### config.mk
export PLATFORM = sky130hd
export DESIGN_NAME = periodic_timer_queue
export DESIGN_NICKNAME = d
export VERILOG_FILES = /design/src/hdl/ptq_pkg.sv /design/src/hdl/periodic_timer_queue.sv
export VERILOG_INCLUDE_DIRS = /design/src /design/src/hdl
export SDC_FILE = /design/constraint.sdc
export NUM_CORES = 2
export LEC_CHECK = 0
export BUFFER_PORTS_ARGS = -buffer_cell sky130_fd_sc_hd__buf_4
export CAP_MARGIN = 20
export CORE_MARGIN = 4
export CORE_UTILIZATION = 60
export DETAILED_ROUTE_END_ITERATION = 7
export GPL_ROUTABILITY_DRIVEN = 0
export PLACE_DENSITY = 0.77
export SLEW_MARGIN = 20
export SYNTH_ARGS = -nofsm -noshare
export SYNTH_HDL_FRONTEND = slang
export SYNTH_SLANG_ARGS = --single-unit
### constraint.sdc
create_clock -name clk_i -period 24.1 [get_ports clk_i]
set_input_delay 1.205 -clock clk_i [delete_from_list [all_inputs] [get_ports clk_i]]
set_output_delay 1.205 -clock clk_i [all_outputs]
set_load 0.02 [all_outputs]
### src/hdl/periodic_timer_queue_defines.svh
// Assertion macros for the periodic timer queue; they sample on clk_i and idle during rst_ni low.
`ifndef PERIODIC_TIMER_QUEUE_DEFINES_SVH
`define PERIODIC_TIMER_QUEUE_DEFINES_SVH
`ifndef SYNTHESIS
// The consequent must hold in the same cycle as the antecedent.
`define PTQ_ASSERT_SAME(lbl, ante, cons, msg) \
  lbl: assert property (@(posedge clk_i) disable iff (!rst_ni) (ante) |-> (cons)) \
    else $error(msg);
// The consequent must hold in the cycle after the antecedent.
`define PTQ_ASSERT_NEXT(lbl, ante, cons, msg) \
  lbl: assert property (@(posedge clk_i) disable iff (!rst_ni) (ante) |=> (cons)) \
    else $error(msg);
`else
`define PTQ_ASSERT_SAME(lbl, ante, cons, msg)
`define PTQ_ASSERT_NEXT(lbl, ante, cons, msg)
`endif
`endif

### src/hdl/ptq_pkg.sv
// Shared types and constants of the periodic timer queue.
package ptq_pkg;

  localparam int unsigned NUM_SLOTS_DEF = 16;
  localparam int unsigned TIME_W        = 64;
  localparam int unsigned WORD_W        = 32;
  localparam int unsigned SLOT_FIELD_W  = 4;
  localparam int unsigned S_TDATA_W     = 200;
  localparam int unsigned S_TUSER_W     = 2;
  localparam int unsigned M_TDATA_W     = 136;
  localparam int unsigned M_TUSER_W     = 3;

  // Request kinds carried in the input tuser.
  typedef enum logic [1:0] {
    REQ_ADD  = 2'd0,
    REQ_DEL  = 2'd1,
    REQ_POLL = 2'd2
  } req_type_e;

  // Result status codes.
  typedef enum logic [1:0] {
    STAT_OK    = 2'd0,
    STAT_BUSY  = 2'd1,
    STAT_EMPTY = 2'd2,
    STAT_NONE  = 2'd3
  } status_e;

  // One stored task.
  typedef struct packed {
    logic [WORD_W-1:0] tag;
    logic [WORD_W-1:0] interval;
    logic [TIME_W-1:0] deadline;
  } ptq_entry_t;

  // One result item.
  typedef struct packed {
    status_e                 status;
    logic                    fired;
    logic [SLOT_FIELD_W-1:0] slot;
    logic [WORD_W-1:0]       tag;
    logic [TIME_W-1:0]       deadline;
    logic [WORD_W-1:0]       interval;
  } ptq_result_t;

endpackage

### src/hdl/periodic_timer_queue.sv
// Periodic timer queue top level: slot store, scan sequencer and result register.
// Holds NUM_SLOTS timer tasks, each a 64-bit microsecond deadline, a 32-bit reload interval
// and a 32-bit tag, in one single-port-read memory with a valid flip-flop per slot. An add or
// a delete item is decided on acceptance and its result registered, ready to load into the
// output register. A poll item walks the memory one slot per cycle through its single read
// port and one shared compare unit; its steps are the reads of every slot, the registered
// read, the close of the scan, the saturating deadline advance or the release of a one-shot
// task, and the load of the result. A poll with nothing due skips the update step. The input
// is ready whenever the sequencer is idle, to which it returns as it loads the result into
// the output register; a finished result waits in the output register while the next item is
// taken in, and a second result waits in the sequencer, with the input held off, until the
// first one leaves. The earliest due deadline wins, and ties go to the lowest slot.
module periodic_timer_queue #(
  parameter int unsigned NUM_SLOTS = ptq_pkg::NUM_SLOTS_DEF
) (
  input  logic                           clk_i,
  input  logic                           rst_ni,
  input  logic                           s_axis_tvalid_i,
  output logic                           s_axis_tready_o,
  // From bit 0: slot[3:0], first_deadline[67:4], start_now[68], reload_interval[100:69],
  // task_tag[132:101], current_time[196:133], zero fill[199:197].
  input  logic [ptq_pkg::S_TDATA_W-1:0]  s_axis_tdata_i,
  // From bit 0: req_type[1:0].
  input  logic [ptq_pkg::S_TUSER_W-1:0]  s_axis_tuser_i,
  output logic                           m_axis_tvalid_o,
  input  logic                           m_axis_tready_i,
  // From bit 0: fired_slot[3:0], fired_tag[35:4], fired_deadline[99:36],
  // fired_interval[131:100], zero fill[135:132].
  output logic [ptq_pkg::M_TDATA_W-1:0]  m_axis_tdata_o,
  // From bit 0: status[1:0], fired[2].
  output logic [ptq_pkg::M_TUSER_W-1:0]  m_axis_tuser_o
);

  import ptq_pkg::*;

  `include "periodic_timer_queue_defines.svh"

  localparam int unsigned SLOT_W = (NUM_SLOTS > 1) ? $clog2(NUM_SLOTS) : 1;
  localparam int unsigned CNT_W  = $clog2(NUM_SLOTS + 1);

  typedef enum logic [1:0] {
    ST_IDLE,
    ST_SCAN,
    ST_UPDATE,
    ST_RESULT
  } state_e;

  // Control state.
  state_e                state_q, state_d;
  logic [NUM_SLOTS-1:0]  valid_q, valid_d;
  logic [CNT_W-1:0]      cnt_q, cnt_d;
  logic                  cmp_vld_q, cmp_vld_d;
  logic                  found_q, found_d;
  logic                  out_vld_q, out_vld_d;

  // Payload state.
  logic [SLOT_W-1:0]     cmp_idx_q, cmp_idx_d;
  logic [SLOT_W-1:0]     best_idx_q, best_idx_d;
  ptq_entry_t            best_q, best_d;
  logic [TIME_W-1:0]     now_q, now_d;
  ptq_result_t           res_q, res_d;
  ptq_result_t           out_q, out_d;

  // Task memory.
  ptq_entry_t            slot_mem_q [NUM_SLOTS];
  ptq_entry_t            rd_q;
  logic [SLOT_W-1:0]     rd_addr;
  logic                  mem_we;
  logic [SLOT_W-1:0]     mem_wa;
  ptq_entry_t            mem_wd;

  // Input field unpacking.
  logic [1:0]              in_req;
  logic [SLOT_FIELD_W-1:0] in_slot;
  logic [TIME_W-1:0]       in_first;
  logic                    in_start_now;
  logic [WORD_W-1:0]       in_ival;
  logic [WORD_W-1:0]       in_tag;
  logic [TIME_W-1:0]       in_now;

  assign in_req       = s_axis_tuser_i[1:0];
  assign in_slot      = s_axis_tdata_i[3:0];
  assign in_first     = s_axis_tdata_i[67:4];
  assign in_start_now = s_axis_tdata_i[68];
  assign in_ival      = s_axis_tdata_i[100:69];
  assign in_tag       = s_axis_tdata_i[132:101];
  assign in_now       = s_axis_tdata_i[196:133];

  // Slot address range check and index.
  logic [SLOT_W+SLOT_FIELD_W-1:0] in_slot_ext;
  logic [SLOT_W-1:0]              in_idx;
  logic                           in_slot_ok;

  assign in_slot_ext = {{SLOT_W{1'b0}}, in_slot};
  assign in_idx      = in_slot_ext[SLOT_W-1:0];
  assign in_slot_ok  = ({5'b0, in_slot} < 9'(NUM_SLOTS));

  // Shared compare unit: is the slot under test due and earlier than the best so far.
  logic scan_hit;
  assign scan_hit = cmp_vld_q && valid_q[cmp_idx_q] && (rd_q.deadline <= now_q) &&
                    (!found_q || (rd_q.deadline < best_q.deadline));

  // Saturating deadline advance of the chosen task.
  logic [TIME_W:0]                 adv_sum;
  logic [TIME_W-1:0]               adv_deadline;
  logic [SLOT_W+SLOT_FIELD_W-1:0]  best_idx_ext;

  assign adv_sum      = {1'b0, best_q.deadline} + {{(TIME_W-WORD_W+1){1'b0}}, best_q.interval};
  assign adv_deadline = adv_sum[TIME_W] ? {TIME_W{1'b1}} : adv_sum[TIME_W-1:0];
  assign best_idx_ext = {{SLOT_FIELD_W{1'b0}}, best_idx_q};

  // Scan issue condition.
  logic scan_issue;
  assign scan_issue = (cnt_q < CNT_W'(NUM_SLOTS));
  assign rd_addr    = cnt_q[SLOT_W-1:0];

  // Sequencer next-state logic.
  always_comb begin
    state_d    = state_q;
    valid_d    = valid_q;
    cnt_d      = cnt_q;
    cmp_vld_d  = 1'b0;
    found_d    = found_q;
    out_vld_d  = out_vld_q;
    cmp_idx_d  = cmp_idx_q;
    best_idx_d = best_idx_q;
    best_d     = best_q;
    now_d      = now_q;
    res_d      = res_q;
    out_d      = out_q;
    mem_we     = 1'b0;
    mem_wa     = in_idx;
    mem_wd     = '{tag: in_tag, interval: in_ival,
                   deadline: (in_start_now ? in_now : in_first)};

    if (m_axis_tready_i) begin
      out_vld_d = 1'b0;
    end

    unique case (state_q)
      ST_IDLE: begin
        if (s_axis_tvalid_i) begin
          res_d   = '0;
          state_d = ST_RESULT;
          unique case (in_req)
            REQ_ADD: begin
              if (!in_slot_ok || valid_q[in_idx]) begin
                res_d.status = STAT_BUSY;
              end else begin
                mem_we          = 1'b1;
                valid_d[in_idx] = 1'b1;
                res_d.status    = STAT_OK;
              end
            end
            REQ_DEL: begin
              if (!in_slot_ok || !valid_q[in_idx]) begin
                res_d.status = STAT_EMPTY;
              end else begin
                valid_d[in_idx] = 1'b0;
                res_d.status    = STAT_OK;
              end
            end
            REQ_POLL: begin
              now_d   = in_now;
              cnt_d   = '0;
              found_d = 1'b0;
              state_d = ST_SCAN;
            end
            default: begin
              res_d.status = STAT_NONE;
            end
          endcase
        end
      end

      ST_SCAN: begin
        // Issue one read a cycle; compare the word read in the cycle before.
        if (scan_issue) begin
          cmp_vld_d = 1'b1;
          cmp_idx_d = rd_addr;
          cnt_d     = cnt_q + CNT_W'(1);
        end
        if (scan_hit) begin
          found_d    = 1'b1;
          best_d     = rd_q;
          best_idx_d = cmp_idx_q;
        end
        if (!scan_issue && !cmp_vld_q) begin
          if (found_q) begin
            state_d = ST_UPDATE;
          end else begin
            res_d        = '0;
            res_d.status = STAT_NONE;
            state_d      = ST_RESULT;
          end
        end
      end

      ST_UPDATE: begin
        // Reload a periodic task, release a one-shot task.
        if (best_q.interval != '0) begin
          mem_we = 1'b1;
          mem_wa = best_idx_q;
          mem_wd = '{tag: best_q.tag, interval: best_q.interval, deadline: adv_deadline};
        end else begin
          valid_d[best_idx_q] = 1'b0;
        end
        res_d.status   = STAT_OK;
        res_d.fired    = 1'b1;
        res_d.slot     = best_idx_ext[SLOT_FIELD_W-1:0];
        res_d.tag      = best_q.tag;
        res_d.deadline = best_q.deadline;
        res_d.interval = best_q.interval;
        found_d        = 1'b0;
        state_d        = ST_RESULT;
      end

      ST_RESULT: begin
        if (!out_vld_q || m_axis_tready_i) begin
          out_d     = res_q;
          out_vld_d = 1'b1;
          state_d   = ST_IDLE;
        end
      end

      default: begin
        state_d = ST_IDLE;
      end
    endcase
  end

  // Control registers.
  always_ff @(posedge clk_i or negedge rst_ni) begin
    if (!rst_ni) begin
      state_q   <= ST_IDLE;
      valid_q   <= '0;
      cnt_q     <= '0;
      cmp_vld_q <= 1'b0;
      found_q   <= 1'b0;
      out_vld_q <= 1'b0;
    end else begin
      state_q   <= state_d;
      valid_q   <= valid_d;
      cnt_q     <= cnt_d;
      cmp_vld_q <= cmp_vld_d;
      found_q   <= found_d;
      out_vld_q <= out_vld_d;
    end
  end

  // Payload registers.
  always_ff @(posedge clk_i) begin
    cmp_idx_q  <= cmp_idx_d;
    best_idx_q <= best_idx_d;
    best_q     <= best_d;
    now_q      <= now_d;
    res_q      <= res_d;
    out_q      <= out_d;
  end

  // Task memory with one write port and one registered read port.
  always_ff @(posedge clk_i) begin
    if (mem_we) begin
      slot_mem_q[mem_wa] <= mem_wd;
    end
    rd_q <= slot_mem_q[rd_addr];
  end

  // Port outputs.
  assign s_axis_tready_o = (state_q == ST_IDLE);
  assign m_axis_tvalid_o = out_vld_q;
  assign m_axis_tdata_o  = {4'b0, out_q.interval, out_q.deadline, out_q.tag, out_q.slot};
  assign m_axis_tuser_o  = {out_q.fired, out_q.status};

  // Checks on the sequencer.
  `PTQ_ASSERT_NEXT(a_poll_starts_scan,
                   s_axis_tvalid_i && s_axis_tready_o && (in_req == REQ_POLL),
                   state_q == ST_SCAN && cnt_q == '0 && !found_q,
                   "poll did not start a fresh scan")
  `PTQ_ASSERT_SAME(a_best_is_due, found_q, best_q.deadline <= now_q,
                   "chosen task is not due")
  `PTQ_ASSERT_NEXT(a_oneshot_freed, state_q == ST_UPDATE && best_q.interval == '0,
                   !valid_q[$past(best_idx_q)], "fired one-shot task still valid")
  `PTQ_ASSERT_SAME(a_fired_ok, m_axis_tvalid_o && m_axis_tuser_o[2],
                   m_axis_tuser_o[1:0] == STAT_OK, "fired result without ok status")

endmodule

Yosys cells after proc, flatten, opt, wreduce, memory -nomap -nowiden:

Memories as Yosys holds them, arrays and structs flattened. A register that Yosys moved wholly into a read port is not among the register bits.
Index checks and enable logic that the tools add are counted.
W data, S select, Z words.

* input port bits: 206
* memory bits (writable): 2048
* word-level logic and storage cells: 136
* flip-flop bits (word level): 496
* output and inout bits: 141
* memories kept: 1

* bitwise operators: 5
* reduce and logical (&&, ||, !) cells: 27
* magnitude comparators: 8
* eq/ne operators: 16
* mux-type cells: 53
* add/sub/neg operators: 2

Memory list
* slot_mem_q: words 16, width 128, rd ports 1, clocked after Yosys merged registers in 1, wr ports 1, RTL line periodic_timer_queue.sv:65 `ptq_entry_t slot_mem_q [NUM_SLOTS];`

Operators with widths (number)
* $mux W135: 3
* $pmux W135 S3: 1
* $mux W128: 2
* $mux W64: 2
* $add A64 B32 Y65: 1
* $le A64 B64 Y1: 1
* $lt A64 B64 Y1: 1
* $mux W16: 4
* $pmux W16 S2: 2
* $and A16 B16 Y16: 2
* $not A16 Y16: 2
* $reduce_bool A32 Y1: 1
* $mux W1: 20
* $or A16 B16 Y16: 1
* $lt A4 B5 Y1 const B: 3
* $mux W5: 3
* $ne A2 B2 Y1 const B: 7
* $reduce_and A4 Y1: 3
* $mux W2: 5
* $pmux W5 S2: 1
* $bmux W1 S4: 2
* $demux W1 S4: 2
* $ge A4 B1 Y1 const B: 2
* $mux W4: 2
* 20 further kinds: 38

Longest topological paths before layout:

* depth after elaboration: 10
* gate-level depth with buffers: 11
* mapped depth without buffers: 10

Worst setup path before layout:

No wires, ideal clock.

* path kind: input-to-reg
* start point: input s_axis_tdata_i[0] in the netlist's numbering
* end point: memory slot_mem_q[12][0] in the netlist's numbering (enable)
* stages on the path: 6
* setup slack: 14.923 ns
* setup time: 0.631 ns
* data required time: 23.469 ns
* arrival time: 8.545 ns
* path buffers: 1
* path through: buf_4 mux4_2 mux4_2 nor4b_2 a21oi_1 nor2b_1

* word-level cells in the longest chain between the ends: 8
* elaborated cells on any way between the ends: 10
* those cells by class: mux: 10

Ends and longest elaborated chain
* start: declaration: RTL line periodic_timer_queue.sv:22 `input logic [ptq_pkg::S_TDATA_W-1:0] s_axis_tdata_i,`
* $bmux W1 S4: RTL line periodic_timer_queue.sv:147 `if (!in_slot_ok || valid_q[in_idx]) begin`
* $mux W1 (not written as such): RTL line periodic_timer_queue.sv:147
* $mux W1: RTL line periodic_timer_queue.sv:147
* $mux W1: RTL line periodic_timer_queue.sv:145 `unique case (in_req)`
* $mux W1: RTL line periodic_timer_queue.sv:142 `if (s_axis_tvalid_i) begin`
* $pmux W1 S2: RTL line periodic_timer_queue.sv:140 `unique case (state_q)`
* $mux W1: RTL line periodic_timer_queue.sv:263 `if (mem_we) begin`
* $mux W1 (not written as such): RTL line periodic_timer_queue.sv:264 `slot_mem_q[mem_wa] <= mem_wd;`
* end: declaration: RTL line periodic_timer_queue.sv:65

Parallel ways exist; a longest one is shown, timed or not. The select of a mux whose other input is x is not followed.

Final worst setup path:

* start point: register best_q[89] in the netlist's numbering
* end point: memory slot_mem_q[9][89] in the netlist's numbering (enable)

* word-level cells in the longest chain between the ends: 5
* elaborated cells on any way between the ends: 7
* those cells by class: mux: 6; reduce/logical: 1

Ends and longest elaborated chain
* start: declaration: RTL line periodic_timer_queue.sv:59 `ptq_entry_t best_q, best_d;`
* start signal: assignment: RTL line periodic_timer_queue.sv:255 `best_q <= best_d;`
* $reduce_bool A32 Y1 (*): RTL line periodic_timer_queue.sv:201 `if (best_q.interval != '0) begin`
* $mux W1: RTL line periodic_timer_queue.sv:201
* $pmux W1 S2: RTL line periodic_timer_queue.sv:140
* $mux W1: RTL line periodic_timer_queue.sv:263
* $mux W1 (not written as such): RTL line periodic_timer_queue.sv:264

Every way passes the cells marked *; elsewhere a longest branch is shown, timed or not.

==> results.py <==
metrics = {
    "critical_path": {
        "start_kind": "flop",
        "critPathBufInv": 3,
        "crit_type": "flop to flop",
        "path_cells": "nor4_1 > nand4_1 > o21a_2 > nor4b_2 > nand2_1 > o21ai_0 > inv_1 > nor2_4 > buf_4 > buf_4",
        "crit_path_frequent_cell": "buf_4",
        "path_max_fanout": 51,
        "cp_slowest_cell": "buf_4",
        "cp_data_arrival_time_ps": 6900,
        "required_ps": 24590,
        "cp_top_family": "simple AND/OR/NAND/NOR gates",
        "end_kind": "flop",
        "crit_path_max_incr_delay_ps": 970,
    },
    "synthesis": {
        "synth_ff_type": "edfxtp_1",
        "synth_top_area_cell": "edfxtp_1",
        "ys_async_sr_fraction_pct": 0.973,
        "netlist_top_cells_count": "edfxtp_1 (2518), mux4_2 (649), ha_1 (168)",
        "ys_top_cells_by_area": "edfxtp_1 (73%), mux4_2 (14%), dfxtp_1 (2.5%)",
        "synth_cell_type_count": 71,
        "avgSynthCellArea_sq_um": 21.0,
        "ys_seq_elements": 2672,
        "yosysMostFrequentCell": "edfxtp_1",
        "synth.top_cell.area_share_pct": 72.9,
        "ys_seq_area_share_pct": 76.0,
        "synth-edff-count": 2518,
        "yosys_warnings": 0,
        "syn_inst": 4944,
        "netlist_area_sq_um": 104000,
    },
    "layout": {
        "post-route-util_pct": 68.9,
        "fin_nets": 5839,
        "area_growth_pct": 14.1,
        "fillers": 10200,
        "drive_above_1_share_pct": 27.2,
    },
    "route": {
        "dr.pass1.iters": 6,
        "route.detailed.drc": 0,
        "dr_total_vias": 53600,
        "wl_per_cell_um": 33.6,
        "ant_nets": 0,
        "viasPerCell": 6.71,
        "totalWireLength_um": 268000,
        "drt_iter0_markers": 7541,
    },
    "cts": {
        "clock_latency_ps": 950,
        "clkSlewWorstSetupHoldPaths_ps": 70,
        "clockBufferDepth": 4,
        "cts_tree": "built",
        "root_buffer": "clkbuf_16",
        "post_cts_resized": 0,
        "cts_max_level": 5,
        "numCtsBuffers": 278,
        "clkSinkCount": 2672,
        "cts_setup_buffers": 0,
        "cts_hold_buf": 0,
    },
    "sta": {
        "fmax_mhz": 156,
        "min_period_ps": 6410,
        "finalWorstSetupSlack_ps": 17690,
        "finalSetupTns_ps": 0,
        "slew_violations": 0,
        "finalSetupViolCount": 0,
        "worst_pin_slew_ps": 1130,
        "fin_skew_ps": 86.2,
        "timing.final.crit_share_pct": 26.6,
        "rsz0062_at_grt": "false",
        "slew_headroom_pct": 24.2,
        "hold_viol_final": 0,
    },
    "global_routing": {
        "grt_max_degree": 145,
        "grt_pass1_vias": 54400,
        "grt_pass1_wl_um": 385000,
        "antenna_found_initial": 10,
        "overflow": 0,
        "track_usage_pct": 30.0,
    },
    "floorplan": {
        "start_util_pct": 60.4,
        "rows": 152,
        "dieArea_sq_um": 180000,
        "core_area_sq_um": 172000,
        "die_width_um": 424,
        "die_height_um": 424,
        "num_io_pins": 347,
    },
    "place": {
        "port_buffers": 339,
        "dpl.hpwl_um": 141000,
        "dp_slack_ps": 17650,
    },
    "power_and_ir_drop": {
        "p_leak_nw": 39.5,
        "p_per_area_nw_per_um2": 119,
        "ir_worst_vdd_v": 0.000114,
    },
    "worst_hold_path": {
        "hold_path.class": "primary input to asynchronous set/reset pin",
    },
    "run_status": {
        "outcome": "finished, final reports clean",
    },
    "run": {
        "maxCapViolations": 0,
    },
}
-- power breakdown --
group          leakage [nW]  internal (W)  switching, W
Combinational          10.9       0.00137       0.00199
Sequential             24.3       0.00624      0.000294
Clock                  4.25       0.00245       0.00173
Total                  39.5        0.0101       0.00402
-- final timing paths --
kind	startpoint	endpoint	slack [ps]	cells past startpoint
min in group clk_i	rd_q[109]	best_q[109]	340	0
worst min register to register	rd_q[109]	best_q[109]	340	0
worst max register to register	best_q[89]	slot_mem_q[9][89]	17690	10
worst min-delay path	rst_ni	asynchronous set/reset pin	220	1
worst max-delay path	best_q[89]	slot_mem_q[9][89]	17690	10
max in group asynchronous	rst_ni	cnt_q[0]	23570	1
-- kinds of logic (layout without fill, tap and decap cells) --
family / Yosys count / in the layout / synth area share, %
flip-flops: 2672 / 2672 / 76.0
multiplexers: 708 / 708 / 14.7
AND/OR/NAND/NOR: 567 / 567 / 2.89
AO/OA/AOI/OAI: 419 / 419 / 2.67
buffers and inverters: 361 / 1077 / 1.34
adder cells (fa/ha/maj): 169 / 169 / 2.05
XOR/XNOR: 47 / 47 / 0.397
other: 1 / 14 / 0.00361
-- worst register-to-register path, cell delays in order (launching register included) --
cell and delay, ps:
edfxtp_1 650, nor4_1 540, nand4_1 620, o21a_2 540, nor4b_2 560, nand2_1 90
o21ai_0 170, inv_1 180, nor2_4 840, buf_4 790, buf_4 980
-- sequential cells by signal, indices dropped and copies added, names as in the netlist, named ones only --
register         cells
m_axis_tvalid_o      1
best_q             128
slot_mem_q        2048
cnt_q                5
found_q              1
rd_q               128
cmp_idx_q            4
res_q              135
now_q               64
best_idx_q           4
m_axis_tuser_o       3
m_axis_tdata_o     132
state_q              2
cmp_vld_q            1
-- layer usage --
layer / GRT usage, % / up-vias / part of all wire (%)
li1: - / 21400 / -
met1: 40.0 / 27800 / 35
met2: 48.1 / 3709 / 49
met3: 5.76 / 694 / 9.8
met4: 15.4 / 4 / 5.8
met5: 0 / - / 0.0089
-- final cells by class --
class / instances / area [sq um] / area share [%]
antenna: 10 / 25.0 / 0.0211
timing repair buffer: 456 / 3520 / 2.98
clock inverter: 120 / 1180 / 0.996
multi-input combinational: 1914 / 23800 / 20.1
tap: 2310 / 2890 / 2.44
sequential: 2672 / 78800 / 66.6
inverter: 142 / 533 / 0.450
clock buffer: 359 / 7570 / 6.40
-- placed cells by master, fill, tap and decap left out, drive strengths merged, types with 29 or more instances in the layout --
| master | count |
|---|---|
| clkbuf | 383 |
| mux2i | 57 |
| nor2b | 29 |
| nor2 | 55 |
| buf | 432 |
| nand4 | 37 |
| clkinv | 80 |
| xnor2 | 34 |
| inv | 149 |
| ha | 168 |
| mux4 | 649 |
| o21ai | 89 |
| a31oi | 32 |
| a22oi | 43 |
| nand2 | 168 |
| a21o | 71 |
| a21oi | 74 |
| edfxtp | 2518 |
| dfxtp | 128 |
| and2 | 150 |
-- per-stage QoR --
stage | instances | power [W] | area [sq um] | hold slack, ps
2_1_floorplan | 4947 | 0.00881 | 104000 | 386
3_3_place_gp | 7454 | 0.00978 | 109000 | 388
3_5_place_dp | 7454 | 0.00989 | 109000 | 389
4_1_cts | 7933 | 0.0141 | 118000 | 183
5_1_grt | 7973 | 0.0146 | 118000 | 217
6_report | 7983 | 0.0141 | 118000 | 223
Note: power is estimated with default switching activity, not from simulation.
